File: src/hdl/ors_pkg.sv
`timescale 1ns / 1ps
`default_nettype none
// ----------------------------------------------------------------------------
// Overwriting ring stack package
// Opcodes, field widths and the shift command passed from control to the cells.
// ----------------------------------------------------------------------------
package ors_pkg;

  localparam int OPCODE_WIDTH = 2;

  localparam logic [OPCODE_WIDTH-1:0] OP_PUSH  = 2'd0;
  localparam logic [OPCODE_WIDTH-1:0] OP_POP   = 2'd1;
  localparam logic [OPCODE_WIDTH-1:0] OP_CLEAR = 2'd2;

  typedef struct packed {
    logic push;
    logic pop;
  } shift_cmd_t;

endpackage
`default_nettype wire

File: src/hdl/ors_cell.sv
`timescale 1ns / 1ps
`default_nettype none
// ----------------------------------------------------------------------------
// Stack cell
// One entry of the shift stack: takes the newer neighbor on push, the older
// neighbor on pop, and holds otherwise.
// ----------------------------------------------------------------------------
module ors_cell #(
  parameter int VALUE_WIDTH = 32
) (
  input  wire logic                   clk,
  input  wire ors_pkg::shift_cmd_t    cmd,
  input  wire logic [VALUE_WIDTH-1:0] from_newer,
  input  wire logic [VALUE_WIDTH-1:0] from_older,
  output logic      [VALUE_WIDTH-1:0] q
);

  always_ff @(posedge clk) begin
    if (cmd.push) begin
      q <= from_newer;
    end else if (cmd.pop) begin
      q <= from_older;
    end
  end

endmodule
`default_nettype wire

File: config.mk
export PLATFORM = sky130hd
export DESIGN_NAME = ors_cell
export DESIGN_NICKNAME = d
export VERILOG_FILES = /design/src/hdl/ors_pkg.sv /design/src/hdl/ors_cell.sv
export SDC_FILE = /design/constraint.sdc
export NUM_CORES = 1
export LEC_CHECK = 0
export BUFFER_PORTS_ARGS = -buffer_cell sky130_fd_sc_hd__clkbuf_2
export CORE_UTILIZATION = 45
export CTS_CLUSTER_DIAMETER = 60
export CTS_CLUSTER_SIZE = 30
export DETAILED_ROUTE_END_ITERATION = 10
export PLACE_DENSITY = 0.91
export SLEW_MARGIN = 10
export SYNTH_ARGS = -nofsm -noshare
export SYNTH_HDL_FRONTEND = slang
export SYNTH_SLANG_ARGS = --single-unit
File: constraint.sdc
create_clock -name clk -period 4 [get_ports clk]
set_input_delay 0.4 -clock clk [delete_from_list [all_inputs] [get_ports clk]]
set_output_delay 0.4 -clock clk [all_outputs]
set_load 0.05 [all_outputs]
* Word level (Yosys, flattened, before mapping)
Index checks and enable logic that the tools add are counted.
Cells by class: bitwise operators 0, reduce and logical (&&, ||, !) cells 1, add/sub/neg operators 0, eq/ne operators 0, shift-type cells 0, magnitude comparators 0, $mul 0, div/mod/pow operators 0, muxes and demuxes 2
Operators with widths (number):
- 32-bit 2-to-1 mux | 2
- 2-bit nonzero test | 1
Word-level totals: memories kept 0, memory bits (writable) 0, memory bits (read-only) 0, flip-flop bits (word level) 32, input bits 67, logic and storage cells 4, bits in latches 0, output and inout port bits 32

* Logic depth before layout (Yosys ltp)
depth in word-level cells 2, gate-level depth with buffers 3, mapped depth without buffers 1

* Least setup slack after synthesis
Ideal clock, no wire load.
path kind in2reg, start point input cmd[1] (netlist bit), end point register q[0], enable pin, data required time 3.610 ns, setup time 0.390 ns, setup slack 2.187 ns, data arrival time 1.422 ns, path buffers 2, cell stages on the path 3, path through buf_6 buf_12 or2_1
Between the ends: word-level cells in the longest chain between the ends 1
Ends and longest elaborated chain:
- from (decl) | line ors_cell.sv:12 | input wire ors_pkg::shift_cmd_t cmd,
- 2-bit nonzero test (no source line)
- to (signal assigned) | line ors_cell.sv:20 | q <= from_newer;
- to (signal assigned) | line ors_cell.sv:22 | q <= from_older;
- to (decl) | line ors_cell.sv:15 | output logic [VALUE_WIDTH-1:0] q
No other way between the ends. A chain may end at the register's enable or synchronous reset.

* Worst setup path in the final report
start point input cmd[1] (netlist bit), end point register q[12], enable pin
Same word-level chain as after synthesis.

==> flow_metrics.tcl <==
set metrics [dict create \
    status "finished, final reports clean" \
    synth_xor_area_frac 0 \
    maxCapViolCount 0 \
    cts_setup_buffers 0 \
    seq_area_frac_synth 0.637 \
    clkPwrFrac 0.259 \
    grt_max_degree 34 \
    gp_congestion 0.715 \
    seqCellArea_um2 961 \
    fmax_mhz 491 \
    finalPower_uw 915 \
    min_period_ps 2040 \
    relSlewSlack 0.356 \
    layoutNonFillerInstCount 217 \
    cts.sinks 32 \
    cts_made_buffers 5 \
    grt_use_total 0.177 \
    worstHoldEndpoint "q[25]$_DFFE_PP_" \
    clkSlewWorstSetupHoldPaths_ps 100 \
    largest_reg_flops 32 \
    dieArea_um2 3590 \
    power.switching_uw 289 \
    avgRoutedWirePerCell_um 14.1 \
    place_ws_ps 1550 \
    synthMuxAreaShare 0.311 \
    vias 996 \
    cts_hold_buffers 0 \
    diodes 0 \
    end_kind "register" \
    worst_pin_slew_ps 966 \
    postRouteAntennaNets 0 \
    synth_fa_ha_area_frac 0 \
    coreArea_um2 3130 \
    fillers 228 \
    ys_warn_count 0 \
    finalMaxSlewViolations 0 \
    multiInputGateArea_um2 475 \
    routed_wl_um 3050 \
    synth_cells 69 \
    clockBufferDepth 2 \
    row_count 20 \
    start_util 0.482 \
    drc 0 \
    synth_compound_area_frac 0 \
    switching_share 0.316 \
    dp_hpwl_um 2390 \
    synth_top_family_by_area "multiplexers" \
    p_per_area_nw_per_um2 441 \
    intPower_uw 625 \
    grt_antenna_before_repair 0 \
    syn-cell-area_um2 1510 \
    drive_gt1_frac 0.803 \
    critPathMaxFanout 33 \
    grt_overflow 0 \
    combPwrFrac 0.280 \
    regMostFlops "q" \
    power.leakage_uw 0.00104 \
    crit_type "primary input to register" \
    worstHoldPathType "primary input to register" \
    hp-start "from_older[25]" \
    hold_viol 0 \
    die_h_um 59.9 \
    worstPathRequired_ps 4040 \
    port_buffers 98 \
    fin_crit_sh 0.509 \
    fin_nets 239 \
    rsz0062_at_grt "no" \
    tns_ps 0 \
    synth-seq-cells 32 \
    grt_pass1_wl_um 4280 \
    areaGrowthSynthToFinish_pct 37.5 \
    reg_top3 "q: 32 flops" \
    startpoint_type "primary input" \
    yosys.area_share.simple 0.00415 \
    via_per_inst 4.59 \
    postSynthAreaPerCell_um2 21.9 \
    holdPathStages 2 \
    first_pass_iters 2 \
    synth.distinct_cells 6 \
    die_x_um 59.9 \
    cp.arrival_ps 2080 \
    drt_iter0_drc 14 \
    ir_worst_vdd_uv 215 \
    htree_levels 2 \
    setup_viol 0 \
    dp.cells 209 \
    cts_resized 0 \
    io_pins 99 \
    hold_slack_ps 355 \
    seqPwrFrac 0.460 \
    fin_ws_ps 1960 \
    cts_tree "built" \
    root_buffer "clkbuf_4" \
    syn_nets 136 \
    grt_pass1_vias 990 \
]
cells by family (layout without fill, tap and decap cells):
kind of cell,Yosys count,in the layout
simple gates,1,1
buf+inv,4,108
mux,32,32
flops,32,32
worst max-delay path, cell delays in order:
cell	delay, ps
clkbuf_2	70
buf_4	450
or2_1	830
buf_4	320
how the worst max path moves through the flow:
stage,startpoint,end,slack (ps),cells past startpoint
after floorplan,cmd[1],q[0]$_DFFE_PP_,2190,3
after global placement,cmd[1],q[20]$_DFFE_PP_,1660,4
after detailed placement,cmd[1],q[24]$_DFFE_PP_,1550,4
after CTS,cmd[1],q[24]$_DFFE_PP_,1910,4
after global routing,cmd[1],q[27]$_DFFE_PP_,1830,4
final,cmd[1],q[12]$_DFFE_PP_,1960,4
synthesized netlist by cell type:
master | count | area share
buf_6 | 1 | 0.0075
mux2_4 | 29 | 0.29
edfxtp_1 | 32 | 0.64
or2_1 | 1 | 0.0042
buf_12 | 3 | 0.040
mux2_2 | 3 | 0.022
power groups by stage:
| stage | logic (µW) | registers, µW | clock network, µW |
|---|---|---|---|
| CTS | 258 | 422 | 244 |
| detailed placement | 258 | 429 | 0 |
| finish | 256 | 421 | 237 |
| global placement | 252 | 429 | 0 |
| global route | 266 | 425 | 254 |
| floorplan | 59.4 | 561 | 0 |
stage by stage:
stage / area (µm²) / util
floorplan: 1510 / -
global placement: 2000 / 0.638
detailed placement: 2000 / 0.638
CTS: 2070 / 0.663
global route: 2070 / 0.663
finish: 2070 / 0.663
area by class of cell:
| type | instances | share of cell area |
|---|---|---|
| timing repair buffer | 100 | 0.244 |
| tap | 44 | 0.0266 |
| clock buffer | 6 | 0.0199 |
| sequential | 32 | 0.463 |
| multi-input combinational | 33 | 0.229 |
| clock inverter | 2 | 0.0169 |
routing by layer:
metal | share of wire | vias up | track usage
met4 | 0.029 | 0 | 0.120
met5 | 0 | - | 0
li1 | - | 473 | -
met1 | 0.32 | 454 | 0.133
met3 | 0.076 | 9 | 0.0563
met2 | 0.58 | 60 | 0.360
placed cells by master, fill, tap and decap left out:
cell type	n
buf_4	2
clkbuf_4	5
mux2_4	29
clkbuf_1	1
clkbuf_2	98
edfxtp_1	32
mux2_2	3
or2_1	1
bufinv_16	1
clkinv_2	1
Power figures use the tool's default switching activity.
