**config.mk**
```make
export PLATFORM = sky130hd
export DESIGN_NAME = ors_ctrl_flat
export DESIGN_NICKNAME = d
export VERILOG_FILES = /design/src/hdl/ors_pkg.sv /design/src/hdl/ors_if.sv /design/src/hdl/ors_ctrl.sv /design/src/flat_wrapper.sv
export SDC_FILE = /design/constraint.sdc
export NUM_CORES = 1
export LEC_CHECK = 0
export BUFFER_PORTS_ARGS = -buffer_cell sky130_fd_sc_hd__buf_2
export CAP_MARGIN = 20
export CELL_PAD_IN_SITES_DETAIL_PLACEMENT = 1
export CELL_PAD_IN_SITES_GLOBAL_PLACEMENT = 2
export CORE_MARGIN = 1.5
export CORE_UTILIZATION = 30
export DETAILED_ROUTE_END_ITERATION = 12
export PLACE_DENSITY = 0.94
export SYNTH_ARGS = -nofsm -noshare
export SYNTH_HDL_FRONTEND = slang
export SYNTH_SLANG_ARGS = --single-unit
```
**constraint.sdc**
```tcl
create_clock -name clk -period 6.6 [get_ports clk]
set_clock_uncertainty 0.05 [all_clocks]
set_input_delay 0.66 -clock clk [delete_from_list [all_inputs] [get_ports clk]]
set_output_delay 0.66 -clock clk [all_outputs]
set_load 0.01 [all_outputs]
```
**src/hdl/ors_pkg.sv**
```systemverilog
`timescale 1ns / 1ps
`default_nettype none
// ----------------------------------------------------------------------------
// Overwriting ring stack package
// Opcodes, field widths and the shift command passed from control to the cells.
// ----------------------------------------------------------------------------
package ors_pkg;

  localparam int OPCODE_WIDTH = 2;

  localparam logic [OPCODE_WIDTH-1:0] OP_PUSH  = 2'd0;
  localparam logic [OPCODE_WIDTH-1:0] OP_POP   = 2'd1;
  localparam logic [OPCODE_WIDTH-1:0] OP_CLEAR = 2'd2;

  typedef struct packed {
    logic push;
    logic pop;
  } shift_cmd_t;

endpackage
`default_nettype wire

```
**src/hdl/ors_if.sv**
```systemverilog
`timescale 1ns / 1ps
`default_nettype none
// ----------------------------------------------------------------------------
// Overwriting ring stack channels
// Valid/ready channels for operation beats and result beats.
// ----------------------------------------------------------------------------
interface ors_in_if #(
  parameter int VALUE_WIDTH = 32
);
  logic                             valid;
  logic                             ready;
  logic [ors_pkg::OPCODE_WIDTH-1:0] opcode;
  logic [VALUE_WIDTH-1:0]           push_value;

  modport source (output valid, output opcode, output push_value, input ready);
  modport sink   (input valid, input opcode, input push_value, output ready);
endinterface

interface ors_out_if #(
  parameter int VALUE_WIDTH = 32,
  parameter int COUNT_WIDTH = 9
);
  logic                   valid;
  logic                   ready;
  logic [VALUE_WIDTH-1:0] popped_value;
  logic                   popped_valid;
  logic [VALUE_WIDTH-1:0] evicted_value;
  logic                   evicted;
  logic [COUNT_WIDTH-1:0] fill_count;

  modport source (output valid, output popped_value, output popped_valid,
                  output evicted_value, output evicted, output fill_count,
                  input ready);
  modport sink   (input valid, input popped_value, input popped_valid,
                  input evicted_value, input evicted, input fill_count,
                  output ready);
endinterface
`default_nettype wire

```
**src/hdl/ors_ctrl.sv**
```systemverilog
`timescale 1ns / 1ps
`default_nettype none
// ----------------------------------------------------------------------------
// Stack control
// Fill count, handshake and result register; drives the shift command.
// ----------------------------------------------------------------------------
module ors_ctrl #(
  parameter int DEPTH_BITS  = 8,
  parameter int VALUE_WIDTH = 32
) (
  input  wire logic                   clk,
  input  wire logic                   rst,
  ors_in_if.sink                      in_ch,
  ors_out_if.source                   out_ch,
  input  wire logic [VALUE_WIDTH-1:0] top_value,
  input  wire logic [VALUE_WIDTH-1:0] bottom_value,
  output ors_pkg::shift_cmd_t         cmd
);

  localparam int COUNT_WIDTH = DEPTH_BITS + 1;
  localparam logic [COUNT_WIDTH-1:0] CAPACITY = COUNT_WIDTH'(1) << DEPTH_BITS;

  logic [COUNT_WIDTH-1:0] count;
  logic [COUNT_WIDTH-1:0] count_next;
  logic                   out_valid;
  logic                   accept;
  logic                   full;
  logic                   empty;
  logic                   clear;

  assign in_ch.ready  = !out_valid || out_ch.ready;
  assign accept       = in_ch.valid && in_ch.ready;
  assign full         = (count == CAPACITY);
  assign empty        = (count == '0);
  assign cmd.push     = accept && (in_ch.opcode == ors_pkg::OP_PUSH);
  assign cmd.pop      = accept && (in_ch.opcode == ors_pkg::OP_POP) && !empty;
  assign clear        = accept && (in_ch.opcode == ors_pkg::OP_CLEAR);
  assign out_ch.valid = out_valid;

  always_comb begin
    count_next = count;
    if (clear) begin
      count_next = '0;
    end else if (cmd.push && !full) begin
      count_next = count + COUNT_WIDTH'(1);
    end else if (cmd.pop) begin
      count_next = count - COUNT_WIDTH'(1);
    end
  end

  always_ff @(posedge clk) begin
    if (rst) begin
      count     <= '0;
      out_valid <= 1'b0;
    end else begin
      count <= count_next;
      if (accept) begin
        out_valid <= 1'b1;
      end else if (out_ch.ready) begin
        out_valid <= 1'b0;
      end
    end
  end

  // A push into a full stack loses the oldest cell off the end of the chain.
  always_ff @(posedge clk) begin
    if (accept) begin
      out_ch.popped_valid  <= cmd.pop;
      out_ch.popped_value  <= cmd.pop ? top_value : '0;
      out_ch.evicted       <= cmd.push && full;
      out_ch.evicted_value <= (cmd.push && full) ? bottom_value : '0;
      out_ch.fill_count    <= count_next;
    end
  end

endmodule
`default_nettype wire

```
**src/flat_wrapper.sv**
```systemverilog
// flat-port wrapper written by rule: the top's interface ports become plain ports
module ors_ctrl_flat 
#(
  parameter int DEPTH_BITS  = 8,
  parameter int VALUE_WIDTH = 32
)
  (clk, rst, top_value, bottom_value, cmd, in_ch_valid, in_ch_opcode, in_ch_push_value, in_ch_ready, out_ch_valid, out_ch_popped_value, out_ch_popped_valid, out_ch_evicted_value, out_ch_evicted, out_ch_fill_count, out_ch_ready);
  ors_in_if #(.VALUE_WIDTH(VALUE_WIDTH)) in_ch_i ();
  ors_out_if #(.VALUE_WIDTH(VALUE_WIDTH)) out_ch_i ();
  input  wire logic clk;
  input  wire logic rst;
  input  wire logic [VALUE_WIDTH-1:0] top_value;
  input  wire logic [VALUE_WIDTH-1:0] bottom_value;
  output ors_pkg::shift_cmd_t cmd;
  input wire logic [$bits(in_ch_i.valid)-1:0] in_ch_valid;
  input wire logic [$bits(in_ch_i.opcode)-1:0] in_ch_opcode;
  input wire logic [$bits(in_ch_i.push_value)-1:0] in_ch_push_value;
  output wire logic [$bits(in_ch_i.ready)-1:0] in_ch_ready;
  output wire logic [$bits(out_ch_i.valid)-1:0] out_ch_valid;
  output wire logic [$bits(out_ch_i.popped_value)-1:0] out_ch_popped_value;
  output wire logic [$bits(out_ch_i.popped_valid)-1:0] out_ch_popped_valid;
  output wire logic [$bits(out_ch_i.evicted_value)-1:0] out_ch_evicted_value;
  output wire logic [$bits(out_ch_i.evicted)-1:0] out_ch_evicted;
  output wire logic [$bits(out_ch_i.fill_count)-1:0] out_ch_fill_count;
  input wire logic [$bits(out_ch_i.ready)-1:0] out_ch_ready;
  assign in_ch_i.valid = in_ch_valid;
  assign in_ch_i.opcode = in_ch_opcode;
  assign in_ch_i.push_value = in_ch_push_value;
  assign in_ch_ready = in_ch_i.ready;
  assign out_ch_valid = out_ch_i.valid;
  assign out_ch_popped_value = out_ch_i.popped_value;
  assign out_ch_popped_valid = out_ch_i.popped_valid;
  assign out_ch_evicted_value = out_ch_i.evicted_value;
  assign out_ch_evicted = out_ch_i.evicted;
  assign out_ch_fill_count = out_ch_i.fill_count;
  assign out_ch_i.ready = out_ch_ready;
  ors_ctrl #(.DEPTH_BITS(DEPTH_BITS), .VALUE_WIDTH(VALUE_WIDTH)) u_core (.clk(clk), .rst(rst), .in_ch(in_ch_i), .out_ch(out_ch_i), .top_value(top_value), .bottom_value(bottom_value), .cmd(cmd));
endmodule
```
# Yosys cells after proc, flatten, opt, wreduce, memory -nomap -nowiden
# Index checks and enable logic that the tools add are counted.
# totals
regBits	85
input_bits	102
out_inout_bits	79
# op_classes
n_addsub	2
n_eq_ne	3
muxes	5
n_reduce_logical	14
# ops
op	count
$mux 9	3
$add 9x1->9 const B	1
$eq 9x9->1 const B	1
$logic_not 9->1	1
$sub 9x1->9 const B	1
$logic_and 1x1->1	7
$logic_not 1->1	3
$eq 2x1->1 const B	1
$eq 2x2->1 const B	1
$logic_not 2->1	1
$mux 1	2
$reduce_bool 2->1	1
$logic_or 1x1->1	1

# Longest topological paths before layout
# depth
word_depth	8
depth_mapped	8
mapped_depth_nobuf	7

# Worst setup path after synthesis
# No wires, ideal clock.
# synth_path
path_kind	input port to flip-flop
startpoint	input port out_ch_ready
endpoint	register u_core.out_ch.evicted (enable)
setup_ns	0.509
t_arrival_ns	3.982
t_required_ns	6.041
path_slack_ns	2.058
cell_stages	3
cell_sequence	nor2b_1 buf_6 nor2_1
# synth_between
elab_chain_len	2
# synth_rtl
item	line_no	rtl
start: declaration	flat_wrapper.sv:25	input wire logic [$bits(out_ch_i.ready)-1:0] out_ch_ready;
$logic_or 1x1->1	ors_ctrl.sv:31	assign in_ch.ready = !out_valid || out_ch.ready;
$logic_and 1x1->1	ors_ctrl.sv:32	assign accept = in_ch.valid && in_ch.ready;
net u_core.accept	ors_ctrl.sv:26	logic accept;
end signal: assignment	ors_ctrl.sv:70	out_ch.evicted <= cmd.push && full;
end: declaration	ors_if.sv:32	output evicted_value, output evicted, output fill_count,
# The timed path passes the listed nets, and every way through them passes these cells.
# A chain may end at the register's enable or synchronous reset.

==> flow_metrics.tcl <==
set metrics [dict create \
    drt-met1-wl_um 3620 \
    total_power_mw 1.28 \
    hpwl_um 6360 \
    hp-start "rst" \
    failed_checks "DRC" \
    fp.coreArea_um2 11600 \
    clk_latency_ps 330 \
    vias 2551 \
    tightest_slew_ps 983 \
    clkTransAtPathRegs_ps 60 \
    fillers 1274 \
    initial_core_util_pct 31.1 \
    drv_cap 0 \
    drtIter0Drc 160 \
    rsz0062_at_grt "no" \
    switchingPower_uw 279 \
    startpoint_type "register" \
    placed_area_um2 4450 \
    synth.avg_cell_area_um2 14.0 \
    drive_gt1_share_pct 44.7 \
    gp_congestion 0.776 \
    hold_viol_final 0 \
    yosysWarnings 0 \
    rows 39 \
    routed_wl_um 8820 \
    io_buffer_count 148 \
    syn-num-nets 360 \
    avgRoutedWirePerCell_um 16.0 \
    power_density_nw_per_um2 267 \
    grt_pass1_wl_um 13500 \
    antenna_found_initial 0 \
    die_h_um 112 \
    grt_max_degree 46 \
    synth.distinct_cells 42 \
    cp.required_ps 5890 \
    crit_arrival_ps 1890 \
    postCtsSetupBuffers 0 \
    synthToLayoutAreaGrowth_pct 33.3 \
    final_cells 552 \
    design_area_um2 4790 \
    critical_path_class "register to primary output" \
    dieArea_um2 12600 \
    irDropWorstVdd_uv 96.8 \
    period_minus_slack_ps 2600 \
    hp-class "input pin to register" \
    synth-seq-cells 85 \
    ios 181 \
    dp_cells 534 \
    viasPerCell 4.62 \
    met3WireLength_um 402 \
    synth_ff_type "edfxtp_1" \
    die_w_um 112 \
    async_reset_ff_share_pct 0 \
    synth_edf_count 75 \
    cts_tree "done" \
    cp-end-kind "primary output" \
    p_clk_share_pct 42.3 \
    root_buffer "clkbuf_16" \
    sw_frac_of_total_pct 21.8 \
    synth.area.top_cells "edfxtp_1, and3_1, and2_1, dfxtp_1, buf_6" \
    p_seq_share_pct 48.5 \
    cts_num_sinks 85 \
    wl_met2_um 4620 \
    fmax_mhz 385 \
    ctsLongestPathBuffers 2 \
    crit_fanout 5 \
    critPathLaunch "u_core.count[0]$_SDFF_PP0_" \
    cts_resized 0 \
    fin_tns_setup_ps 0 \
    pwr-share-comb_pct 9.1 \
    min_period_over_period_pct 39.4 \
    drtPass1Iterations 8 \
    drc 13 \
    drv_slew 0 \
    outcome "complete, but fails checks" \
    nets 508 \
    gr-usage-all-layers_pct 14.0 \
    ctsHtreeMaxLevel 3 \
    highest_layer "met4" \
    num_antenna_cells 0 \
    cts_buffers 9 \
    timing.slew.headroom_pct 34.3 \
    synth_top_area_share_pct 62.7 \
    netlist_area_um2 3590 \
    postCtsHoldBufs 0 \
    gr-total-overflow 0 \
    yosysSeqAreaShare_pct 68.2 \
    r2r-start "u_core.count[0]$_SDFF_PP0_" \
    setup_viol 0 \
    final_util_pct 41.4 \
    detail-route-antenna-nets 0 \
    p_leak_nw 2.15 \
    synthesis.instances 256 \
    grt_pass1_vias 2638 \
    yosysTopAreaCell "edfxtp_1" \
    intPower_uw 999 \
]
## Yosys cell counts (3+ instances only)
library cell / count
edfxtp_1: 75
and3_1: 36
and2_1: 34
nor2_1: 15
dfxtp_1: 10
nor3_1: 9
clkbuf_1: 7
nand4_1: 7
buf_6: 5
inv_1: 5
nand2_1: 5
nor3_2: 4
o21a_1: 4
buf_2: 3
nor4_1: 3
## area by class of cell
| class | count | area (um2) | area share, % |
|---|---|---|---|
| Sequential cell | 85 | 2450 | 51.2 |
| Inverter | 6 | 22.5 | 0.470 |
| Timing Repair Buffer | 152 | 782 | 16.3 |
| Multi-Input combinational cell | 150 | 1030 | 21.6 |
| Clock inverter | 4 | 72.6 | 1.52 |
| Clock buffer | 12 | 246 | 5.15 |
| Tap cell | 143 | 179 | 3.74 |
## critical path, stage by stage, from the launching register on
cell and delay, ps:
dfxtp_1 390, inv_1 100, ha_1 250, nor3b_4 180, and3_1 270, nor2_1 200, buf_2 170
## layout by cell type (no fill, tap or decap), drive strengths merged, types with 2 or more instances in the layout
cell type  synthesis  final
xor2               2      2
nand4b             2      2
nor2              15     15
nand2b             2      2
bufinv             0      2
and2              34     34
edfxtp            75     75
a211o              2      2
nor3              13     13
a32oi              2      2
nor4               4      4
and3              36     36
buf                8    152
nor4b              2      2
dfxtp             10     10
o21a               4      4
xnor2              2      2
ha                 2      2
nand2              5      5
inv                6      6
clkbuf             7     12
nand4              7      7
nor3b              2      2
nand3              3      3
## flip-flops by register name, indices dropped and copies added, names as in the netlist
register and count:
u_core.count 9, u_core.out_ch.evicted 1, u_core.out_ch.evicted_value 32, u_core.out_ch.fill_count 9, u_core.out_ch.popped_valid 1, u_core.out_ch.popped_value 32
u_core.out_ch.valid 1
## per-stage QoR
step | setup slack, ps | hold slack [ps]
finish | 4000 | 472
global route | 3770 | 473
CTS | 3730 | 457
detailed placement | 3480 | 539
global placement | 3650 | 529
floorplan | 2060 | 535
## worst paths after layout
| check | to | slack, ps | cells past startpoint |
|---|---|---|---|
| worst max-delay path | cmd[0] | 4000 | 6 |
| worst min-delay path | u_core.out_ch.valid$_SDFFE_PP0P_ | 470 | 2 |
| worst max register to register | u_core.out_ch.fill_count[2]$_DFFE_PP_ | 4030 | 7 |
| worst min register to register | u_core.count[5]$_SDFF_PP0_ | 560 | 2 |
## routing by layer
metal | global-route usage, % | vias to the layer above
met5 | 0 | -
met4 | 7.34 | 0
met1 | 15.8 | 1217
li1 | - | 1243
met3 | 2.21 | 12
met2 | 25.4 | 79
## power groups by stage
stage          combinational (mW)  sequential [mW]  clock, mW
2_1_floorplan              0.0456            0.647          0
3_3_place_gp                0.113            0.630          0
3_5_place_dp                0.117            0.632          0
4_1_cts                     0.118            0.620      0.554
5_1_grt                     0.128            0.622      0.574
6_report                    0.117            0.620      0.541
## cell families after synthesis
kind of cell	synth area share [%]
buffers and inverters	3.34
DFF	68.2
adders and majority gates	0.696
AOI/OAI and AO/OA	2.82
xor gates and xnor gates	0.975
and+or+nand+nor	23.6
muxes	0.313
Power figures use the tool's default switching activity.
